===== src/sv/rmq_pkg.sv =====
`timescale 1ns / 1ps
package rmq_pkg;
	localparam int DataWidth = 16;
	localparam int FracBits  = 14;
	localparam int RadWidth  = 17;   // clamped radicand, unsigned
	localparam int DiffWidth = 17;   // off-diagonal sum or difference, signed
	localparam int SqWidth   = 16;   // floor(sqrt(rad << FracBits))
	localparam int SqSteps   = 16;   // one root bit per stage
	localparam int NumWidth  = 32;   // (|d| << FracBits) + S/2
	localparam int QuoBits   = 23;   // quotient bits that can be nonzero
	localparam int QueueDepth = 4;

	localparam logic signed [18:0] One = 19'sd16384;

	typedef enum logic [1:0] {
		BR_TRACE = 2'd0,
		BR_X     = 2'd1,
		BR_Y     = 2'd2,
		BR_Z     = 2'd3
	} rmq_branch_t;

	typedef struct packed {
		logic signed [DataWidth-1:0] m00;
		logic signed [DataWidth-1:0] m01;
		logic signed [DataWidth-1:0] m02;
		logic signed [DataWidth-1:0] m10;
		logic signed [DataWidth-1:0] m11;
		logic signed [DataWidth-1:0] m12;
		logic signed [DataWidth-1:0] m20;
		logic signed [DataWidth-1:0] m21;
		logic signed [DataWidth-1:0] m22;
	} rmq_in_t;

	typedef struct packed {
		logic signed [DataWidth-1:0] qw;
		logic signed [DataWidth-1:0] qx;
		logic signed [DataWidth-1:0] qy;
		logic signed [DataWidth-1:0] qz;
	} rmq_out_t;

	// classified item: radicand plus the three numerators in output order
	typedef struct packed {
		rmq_branch_t                 branch;
		logic [RadWidth-1:0]         rad;
		logic signed [DiffWidth-1:0] d0;
		logic signed [DiffWidth-1:0] d1;
		logic signed [DiffWidth-1:0] d2;
	} rmq_work_t;
endpackage


===== src/sv/rmq_queue.sv =====
`timescale 1ns / 1ps
module rmq_queue import rmq_pkg::*; (
	input  logic      clk,
	input  logic      arst_n,
	input  logic      wr_valid,
	output logic      wr_ready,
	input  rmq_work_t wr_data,
	output logic      rd_valid,
	input  logic      rd_ready,
	output rmq_work_t rd_data
);
	localparam int PtrW = $clog2(QueueDepth);

	rmq_work_t         mem_q [QueueDepth];
	logic [PtrW-1:0]   wr_ptr_q, rd_ptr_q;
	logic [PtrW:0]     count_q;
	logic              do_wr, do_rd;

	assign wr_ready = count_q != (PtrW+1)'(QueueDepth);
	assign rd_valid = count_q != '0;
	assign rd_data  = mem_q[rd_ptr_q];
	assign do_wr    = wr_valid && wr_ready;
	assign do_rd    = rd_valid && rd_ready;

	always_ff @(posedge clk or negedge arst_n) begin
		if (!arst_n) begin
			wr_ptr_q <= '0;
			rd_ptr_q <= '0;
			count_q  <= '0;
		end else begin
			if (do_wr) wr_ptr_q <= wr_ptr_q + 1'b1;
			if (do_rd) rd_ptr_q <= rd_ptr_q + 1'b1;
			if (do_wr && !do_rd) count_q <= count_q + 1'b1;
			else if (do_rd && !do_wr) count_q <= count_q - 1'b1;
		end
	end

	always_ff @(posedge clk) begin
		if (do_wr) mem_q[wr_ptr_q] <= wr_data;
	end
endmodule


===== config.mk =====
export PLATFORM = sky130hd
export DESIGN_NAME = rmq_queue
export DESIGN_NICKNAME = d
export VERILOG_FILES = /design/src/sv/rmq_pkg.sv /design/src/sv/rmq_queue.sv
export SDC_FILE = /design/constraint.sdc
export NUM_CORES = 1
export LEC_CHECK = 0
export BUFFER_PORTS_ARGS = -buffer_cell sky130_fd_sc_hd__buf_2
export CAP_MARGIN = 20
export CORE_AREA = 2 2 177 179
export DETAILED_ROUTE_END_ITERATION = 8
export DIE_AREA = 0 0 179 181
export MAX_ROUTING_LAYER = met4
export PLACE_DENSITY = 0.58
export SYNTH_ARGS = -nofsm -noshare
export SYNTH_HDL_FRONTEND = slang
export SYNTH_SLANG_ARGS = --single-unit

===== constraint.sdc =====
create_clock -name clk -period 5.9 [get_ports clk]
set_clock_uncertainty 0.2 [all_clocks]
set_input_delay 0 -clock clk [delete_from_list [all_inputs] [get_ports clk]]
set_output_delay 0 -clock clk [all_outputs]
set_load 0.02 [all_outputs]

==> run metrics <==
Worst Tran Pin Value=1.08 ns; GRT Resource Usage Total=12.7%; Synth warnings=0; Crit Path Class=reg2out; Setup TNS Final=0 ns; Worst Path Arrival=2.99 ns; top-count cell post-synth=edfxtp_1; share of cells above drive strength 1=38.0%; Final HPWL DP=11500 µm; Syn Inst Count=401; worst r2r path cells=4; top cells by count, synth=edfxtp_1 (280), mux4_2 (68), buf_12 (7), buf_2 (7), dfrtp_1 (7); WHS Path Cells=2; CTS H-Tree Depth=1; Most used DFF post-synth=edfxtp_1; async set-reset flop share out of synthesis=2.44%; synthesized area=10600 µm²; die area=32400 µm²; diode count=0; Worst setup SP type=flop; initial antenna violation count=0; WL/cell=18.1 µm; Core ar.=30300 µm²; pre-CTS WS=3.13 ns; outcome=finished clean; min Tclk post-route=3.19 ns; clk slew on worst S/H paths=0.06 ns; #FFs+latches synth=287; via-per-instance ratio=4.62; clk_lat worst skew=0.55 ns; WP data required=5.70 ns; syn nets=481; routed via count=5087; maximum buffer depth of the clock tree=3; DRT iter0 DRCs=224; total setup buffers inserted after CTS=0; area leader, netlist=edfxtp_1; Leak=0.00478 µW; WP buf/inv=2; drt pass-1 iters=4; Final Setup Violations=0; post-synthesis adder-cell area fraction=0.780%; Post-synth EDFFs=280; largest net degree at the start of global routing=72; Die W=179 µm; post-route ant nets=0; Synth Area in XOR/XNOR=0.496%; CTS tree=done; mux share of post-synthesis cell area=15.2%; crit path max fanout=49; Hold Slack=0.0197 ns; largest stage delay on the critical path=1.05 ns; placer's final routability congestion estimate=0.672; Compound-Gate Fraction of Synth Area=0.106%; main combinational cell family by area after synthesis=multiplexers; Worst VDD drop=278 µV; critical path depth=3; initial core utilization=34.9%; # Max-Cap Violations=0; Synth area leaders=edfxtp_1 (79%), mux4_2 (14%), dfrtp_1 (1.7%); Nets=762; area share of and/or/nand/nor cells after synthesis=0.484%; family with the most delay on the worst path=flip-flops; Clock Sinks=287; Critical Path End Type=output pin; Hold Fails Final Rpt=0; Max Slew Vio Count=0; Ports=146; Post-CTS Resized=0; Rows=64; total grt overflow=0; die height=181 µm; distinct cell type count after synthesis=20; cts-stage hold buffer count=115; cell area power density=488 nW/µm²; critical path's slowest cell=dfrtp_4; vias in the first global route=5756; CP Cell Sequence=buf_4 > mux4_1 > buf_2; final setup margin=2.71 ns; Max Freq=314 MHz; min-delay worst type=in2reg; Final Cycle Share=54.0%; CTS Buf Count=30; # DRC=0; first-pass GRT wire length=30900 µm; Mean Syn Cell Area=26.4 µm²; worst rel slew slack=28.0%; sequential share of the synthesized area=81.1%; drt total wl=19900 µm; RSZ-0062 raised after global routing=false; post-synth top area share=79.4%; Area Growth Syn to Fin=30.9%; Port Buffer Count=145; clk root buf=clkbuf_16
registers in the layout, indices dropped and copies added (netlist names):
register,cells
count_q,3
mem_q,280
rd_ptr_q,2
wr_ptr_q,2
placed cells by master (no fill, tap or decap):
master / netlist / routed
nor2_1: 2 / 2
bufinv_16: 0 / 4
dlygate4sd3_1: 0 / 115
edfxtp_1: 280 / 280
buf_16: 0 / 3
buf_2: 7 / 145
clkinv_8: 0 / 1
inv_1: 3 / 3
xnor2_1: 4 / 4
ha_1: 5 / 5
clkbuf_16: 0 / 30
fa_1: 1 / 1
xor2_1: 2 / 2
clkinvlp_4: 0 / 2
clkinv_1: 0 / 9
dfrtp_4: 0 / 2
buf_4: 0 / 2
clkinv_2: 0 / 4
dfrtp_1: 7 / 5
nand2_1: 2 / 2
or3_1: 1 / 1
mux4_1: 2 / 2
a21boi_2: 1 / 1
mux2_2: 2 / 2
mux4_2: 68 / 68
clkbuf_1: 1 / 5
nand3_1: 1 / 1
and2_4: 0 / 4
per-stage QoR:
step,instance area [µm²],util (%),total power (µW),std cells
2_1_floorplan,10600,-,4380,401
3_3_place_gp,11700,38.4,4890,928
3_5_place_dp,11700,38.7,4980,931
4_1_cts,13900,45.7,6890,1101
5_1_grt,13900,45.7,7100,1101
6_report,13900,45.7,6760,1101
power breakdown:
part / internal [µW] / total (µW) / switching (µW) / leakage, µW
Sequential: 2700 / 2990 / 295 / 0.00264
Clock: 1100 / 1830 / 730 / 0.000469
Combinational: 884 / 1940 / 1050 / 0.00166
cell families (layout without fill, tap and decap cells):
family | Yosys count | count (layout)
fa+ha+maj | 6 | 6
compound gates | 1 | 1
mux | 72 | 72
xor+xnor | 6 | 6
flops | 287 | 287
buf+inv | 19 | 323
simple gates | 10 | 10
worst reg2reg max path, delay by kind of cell, from the launching register on:
family	cells	cell delay (ns)
AO/OA/AOI/OAI	1	0.32
AND/OR/NAND/NOR	2	0.60
flip-flops	1	0.42
buffers and inverters	1	0.67
final cells by class:
type	count	area [µm²]
Tap cell	396	495
Fill cell	2584	16500
Clock inverter	20	205
Sequential cell	287	8590
Inverter	3	11.3
Multi-Input combinational cell	95	1810
Clock buffer	35	769
Timing Repair Buffer	265	1970
metal layers:
| layer | global-route usage (%) | wire length [µm] | vias up | part of all wire (%) |
|---|---|---|---|---|
| met2 | 22.6 | 10500 | 127 | 53 |
| li1 | - | - | 2286 | - |
| met4 | 3.09 | 467 | 0 | 2.3 |
| met5 | - | 0 | - | 0 |
| met1 | 14.7 | 8030 | 2642 | 40 |
| met3 | 2.63 | 942 | 32 | 4.7 |
path summary, 6_finish.rpt:
kind,endpoint,startpoint,slack [ns]
min,mem_q[3][12]$_DFFE_PP_,wr_data[12],0.02
max in group asynchronous,rd_ptr_q[0]$_DFFE_PN0P_,arst_n,5.00
max,rd_data[65],rd_ptr_q[0]$_DFFE_PN0P_,2.71
min reg2reg,count_q[2]$_DFFE_PN0P_,count_q[2]$_DFFE_PN0P_,0.35
max reg2reg,mem_q[3][1]$_DFFE_PP_,count_q[0]$_DFFE_PN0P_,3.26
min in group asynchronous,rd_ptr_q[1]$_DFFE_PN0P_,arst_n,0.22
Power figures use the tool's default switching activity.
