$ cat config.mk
export PLATFORM = sky130hd
export DESIGN_NAME = rmq_front
export DESIGN_NICKNAME = d
export VERILOG_FILES = /design/src/sv/rmq_pkg.sv /design/src/sv/rmq_front.sv
export SDC_FILE = /design/constraint.sdc
export NUM_CORES = 1
export LEC_CHECK = 0
export ABC_CLOCK_PERIOD_IN_PS = 6900
export BUFFER_PORTS_ARGS = -buffer_cell sky130_fd_sc_hd__buf_2
export CORE_MARGIN = 10
export CORE_UTILIZATION = 32
export DETAILED_ROUTE_END_ITERATION = 8
export SLEW_MARGIN = 20
export SYNTH_ARGS = -nofsm -noshare
export SYNTH_HDL_FRONTEND = slang
export SYNTH_SLANG_ARGS = --single-unit
$ cat constraint.sdc
create_clock -name clk -period 6.9 [get_ports clk]
set_input_delay 1.035 -clock clk [delete_from_list [all_inputs] [get_ports clk]]
set_output_delay 1.035 -clock clk [all_outputs]
set_load 0.02 [all_outputs]
$ cat src/sv/rmq_pkg.sv
`timescale 1ns / 1ps
package rmq_pkg;
	localparam int DataWidth = 16;
	localparam int FracBits  = 14;
	localparam int RadWidth  = 17;   // clamped radicand, unsigned
	localparam int DiffWidth = 17;   // off-diagonal sum or difference, signed
	localparam int SqWidth   = 16;   // floor(sqrt(rad << FracBits))
	localparam int SqSteps   = 16;   // one root bit per stage
	localparam int NumWidth  = 32;   // (|d| << FracBits) + S/2
	localparam int QuoBits   = 23;   // quotient bits that can be nonzero
	localparam int QueueDepth = 4;

	localparam logic signed [18:0] One = 19'sd16384;

	typedef enum logic [1:0] {
		BR_TRACE = 2'd0,
		BR_X     = 2'd1,
		BR_Y     = 2'd2,
		BR_Z     = 2'd3
	} rmq_branch_t;

	typedef struct packed {
		logic signed [DataWidth-1:0] m00;
		logic signed [DataWidth-1:0] m01;
		logic signed [DataWidth-1:0] m02;
		logic signed [DataWidth-1:0] m10;
		logic signed [DataWidth-1:0] m11;
		logic signed [DataWidth-1:0] m12;
		logic signed [DataWidth-1:0] m20;
		logic signed [DataWidth-1:0] m21;
		logic signed [DataWidth-1:0] m22;
	} rmq_in_t;

	typedef struct packed {
		logic signed [DataWidth-1:0] qw;
		logic signed [DataWidth-1:0] qx;
		logic signed [DataWidth-1:0] qy;
		logic signed [DataWidth-1:0] qz;
	} rmq_out_t;

	// classified item: radicand plus the three numerators in output order
	typedef struct packed {
		rmq_branch_t                 branch;
		logic [RadWidth-1:0]         rad;
		logic signed [DiffWidth-1:0] d0;
		logic signed [DiffWidth-1:0] d1;
		logic signed [DiffWidth-1:0] d2;
	} rmq_work_t;
endpackage

$ cat src/sv/rmq_front.sv
`timescale 1ns / 1ps
module rmq_front import rmq_pkg::*; (
	input  logic      clk,
	input  logic      arst_n,
	input  logic      push,
	output logic      full,
	input  rmq_in_t   item,
	output logic      work_valid,
	input  logic      work_ready,
	output rmq_work_t work
);
	logic      v_s1;
	rmq_work_t work_s1;
	rmq_work_t cls;
	logic signed [18:0] e00, e11, e22, tr, rad;
	logic signed [DiffWidth-1:0] a01, a02, a10, a12, a20, a21;

	assign e00 = 19'(item.m00);
	assign e11 = 19'(item.m11);
	assign e22 = 19'(item.m22);
	assign a01 = 17'(item.m01);
	assign a02 = 17'(item.m02);
	assign a10 = 17'(item.m10);
	assign a12 = 17'(item.m12);
	assign a20 = 17'(item.m20);
	assign a21 = 17'(item.m21);
	assign tr  = e00 + e11 + e22;

	always_comb begin
		cls = '0;
		priority if (tr > 19'sd0) begin
			cls.branch = BR_TRACE;
			rad = tr + One;
			cls.d0 = a21 - a12;
			cls.d1 = a02 - a20;
			cls.d2 = a10 - a01;
		end else if (item.m00 > item.m11 && item.m00 > item.m22) begin
			cls.branch = BR_X;
			rad = One + e00 - e11 - e22;
			cls.d0 = a21 - a12;
			cls.d1 = a01 + a10;
			cls.d2 = a02 + a20;
		end else if (item.m11 > item.m22) begin
			cls.branch = BR_Y;
			rad = One + e11 - e00 - e22;
			cls.d0 = a02 - a20;
			cls.d1 = a01 + a10;
			cls.d2 = a12 + a21;
		end else begin
			cls.branch = BR_Z;
			rad = One + e22 - e00 - e11;
			cls.d0 = a10 - a01;
			cls.d1 = a02 + a20;
			cls.d2 = a12 + a21;
		end
		// clamp degenerate radicands to one LSB so S never vanishes
		cls.rad = (rad < 19'sd1) ? RadWidth'(1) : rad[RadWidth-1:0];
	end

	assign full       = v_s1 && !work_ready;
	assign work_valid = v_s1;
	assign work       = work_s1;

	always_ff @(posedge clk or negedge arst_n) begin
		if (!arst_n) begin
			v_s1 <= 1'b0;
		end else if (!full) begin
			v_s1 <= push;
		end
	end

	always_ff @(posedge clk) begin
		if (push && !full) begin
			work_s1 <= cls;
		end
	end
endmodule

==> results.json <==
{
  "worstSetupPathType": "in -> reg",
  "fin_util": 0.3662,
  "final_area_sq_um": 16980,
  "tightest_slew_ns": 1.045,
  "r2r_start": "work_valid$_DFFE_PN0N_",
  "synthesis.area_sq_um": 14950,
  "maxSlewHeadroom": 0.3035,
  "rows": 79,
  "routed-via-count": 13110,
  "syn_to_final_growth_pct": 13.54,
  "pwr-share-clk": 0.139,
  "clk_pin_slew_ns": 0.06,
  "layout-drive-gt1-share": 0.1493,
  "hold_buffers": 0,
  "drt-initial-drc-count": 774,
  "grt_pass1_vias": 13750,
  "grt_max_degree": 71,
  "ys.flop_type": "edfxtp_1",
  "drt_pass1_iterations": 5,
  "ys_types": 79,
  "grtUsageTotal": 0.1762,
  "postRouteAntennaNets": 0,
  "layout_min_cycle_time_ns": 5.915,
  "routabilityCongestion": 0.9630,
  "synth_commonest_cells": "300 x ha_1, 205 x inv_1, 140 x nor2_1, 134 x a21oi_1, 92 x nand2_1",
  "synth_seq_cells": 71,
  "yosysMostFrequentCell": "ha_1",
  "critical-path-slowest-cell": "a41o_2",
  "pin_count": 220,
  "dpl_cell_area_sq_um": 16680,
  "fin_skew_ns": 0.007185,
  "dp.cells": 2520,
  "p_sw_frac": 0.4932,
  "route.detailed.wl_per_inst_um": 20.05,
  "h-tree-depth": 3,
  "crit_required_ns": 6.99,
  "dieHeight_um": 236.2,
  "synth_top_area_frac": 0.2510,
  "min_period_over_period": 0.8572,
  "fin_nets": 2446,
  "outcome": "completed",
  "p_leak_nw": 8.107,
  "final.setup.tns_ns": 0,
  "hold_viol_final": 0,
  "root_buffer": "clkbuf_16",
  "cp.arrival_ns": 6.01,
  "grt_overflow": 0,
  "final_cells": 2537,
  "start_util": 0.3225,
  "worstSetupEndpointType": "flop",
  "drv_slew": 0,
  "max_freq_mhz": 169.1,
  "postLayoutSetupSlackWorst_ns": 0.9853,
  "synthCells": 1728,
  "drc_errors": 0,
  "hold_slack_ns": 0.4422,
  "synth-edff-count": 70,
  "syn-mean-instance-area_sq_um": 8.653,
  "cts_num_sinks": 71,
  "powerDensity_nw_per_um2": 212.6,
  "worstPathCellList": "buf_2, inv_1, fa_1, inv_1, ha_1, o21ai_0, nand2b_1, a311o_1, a21o_1, a21boi_0, xnor2_1, inv_1, ha_1, nand3_1, nor3_1, a41o_2, nand2_2, clkinv_2, a2111o_1, o21ai_0",
  "finalPower_mw": 3.609,
  "fp.dieW_um": 236.2,
  "cts.repair.resized": 0,
  "switching_power_mw": 1.780,
  "synth_nets": 2250,
  "yosysWarnings": 0,
  "via_per_inst": 5.169,
  "hp-class": "in -> async",
  "grt_pass1_wl_um": 78220,
  "synthArstFlopShare": 0.01408,
  "ir_drop_mv": 0.1318,
  "ys_seq_area_frac": 0.1423,
  "p_seq_frac": 0.185,
  "clock_path_buffers": 2,
  "core_area_sq_um": 46360,
  "crit_path_start_kind": "input pin",
  "reg2reg_slack_ns": 5.14,
  "worst-r2r-cell-count": 2,
  "portBuffers": 219,
  "rr_endpoint": "work[26]$_DFFE_PP_",
  "internal_power_mw": 1.829,
  "dp_slack_ns": 0.6059,
  "synthTopCellsByArea": "ha_1 25%, edfxtp_1 14%, fa_1 9.9%, inv_1 5.1%, xnor2_1 4.9%",
  "die_area_sq_um": 55770,
  "postCtsSetupRepairBufs": 0,
  "drt-total-wl_um": 50860,
  "maxCapViolCount": 0,
  "worst-path-max-fanout": 29,
  "antenna_found_initial": 0,
  "p_comb_frac": 0.676,
  "cpPeakStageDelay_ns": 0.69,
  "crit_path_frequent_cell": "inv_1",
  "grt_setup_unrepaired": "false",
  "cts_tree": "done",
  "cts-buffers-inserted": 9,
  "setup_viol": 0,
  "insertion_delay_ns": 0.36,
  "yosys.area.top_type": "ha_1",
  "hpwlAfterDp_um": 43370
}
critical path, delay by kind of cell:
family	cells	cell delay (ns)
AND/OR/NAND/NOR	4	0.91
XOR/XNOR	1	0.19
buffers and inverters	5	0.80
adder cells (fa/ha/maj)	3	1.08
AO/OA/AOI/OAI	7	1.96
routing by layer:
layer | global-route usage | routed length [um] | share of wire
met1 | 0.2058 | 21100 | 0.41
met4 | 0.04594 | 1173 | 0.023
met5 | 0 | 0 | 0
met3 | 0.03126 | 2809 | 0.055
met2 | 0.3237 | 25770 | 0.51
layout make-up:
cell class,count,area (sq um)
timing repair buffer,230,1179
multi-input combinational,1406,11840
antenna,1,2.502
clock buffer,10,229.0
tap,607,759.5
inverter,206,774.5
sequential,71,2127
fill,4736,29380
clock inverter,6,68.82
how the worst max path moves through the flow:
| stage | from | end | slack (ns) | depth (start not counted) |
|---|---|---|---|---|
| 6_report | item[5] | work[48]$_DFFE_PP_ | 0.99 | 20 |
| 5_1_grt | item[5] | work[48]$_DFFE_PP_ | 0.51 | 20 |
| 4_1_cts | item[5] | work[48]$_DFFE_PP_ | 1.02 | 20 |
| 3_5_place_dp | item[5] | work[48]$_DFFE_PP_ | 0.61 | 20 |
| 3_3_place_gp | item[5] | work[48]$_DFFE_PP_ | 0.84 | 20 |
| 2_1_floorplan | item[5] | work[29]$_DFFE_PP_ | 1.95 | 18 |
registers in the layout, indices dropped and copies added (netlist names):
name	count
work	70
work_valid	1
cells by family after synthesis:
group / Yosys count / synth area share
AOI/OAI and AO/OA: 414 / 0.1839
muxes: 57 / 0.03958
xor gates and xnor gates: 125 / 0.07322
buffers and inverters: 251 / 0.06720
adders and majority gates: 374 / 0.3501
and+or+nand+nor: 436 / 0.1437
DFF: 71 / 0.1423
power by group through the flow:
stage	registers, mW	clock network (mW)	logic (mW)
6_report	0.668	0.502	2.44
5_1_grt	0.673	0.525	2.69
4_1_cts	0.670	0.512	2.44
3_5_place_dp	0.675	0	2.43
3_3_place_gp	0.681	0	2.40
2_1_floorplan	0.749	0	1.60
placed cells by master (no fill, tap or decap), types with 7 or more instances in the layout:
cell	instances
mux2_2	17
xnor2_1	84
edfxtp_1	70
a21o_1	31
nor2_1	140
mux2i_1	40
ha_1	300
o21a_1	11
fa_1	74
nor4_1	13
o41ai_1	13
o31ai_1	10
o21ai_0	77
nand3_1	18
nand4_1	10
buf_2	219
nor3_1	39
inv_1	205
a211oi_1	20
o211ai_1	17
xor2_1	41
a221oi_1	7
nand2_1	92
or3_1	17
o21bai_1	21
and2_1	9
and3_1	10
a2111oi_0	9
buf_4	11
nor2b_1	35
clkbuf_16	9
nand2b_1	23
a21oi_1	134
(Power assumes the default switching activity.)
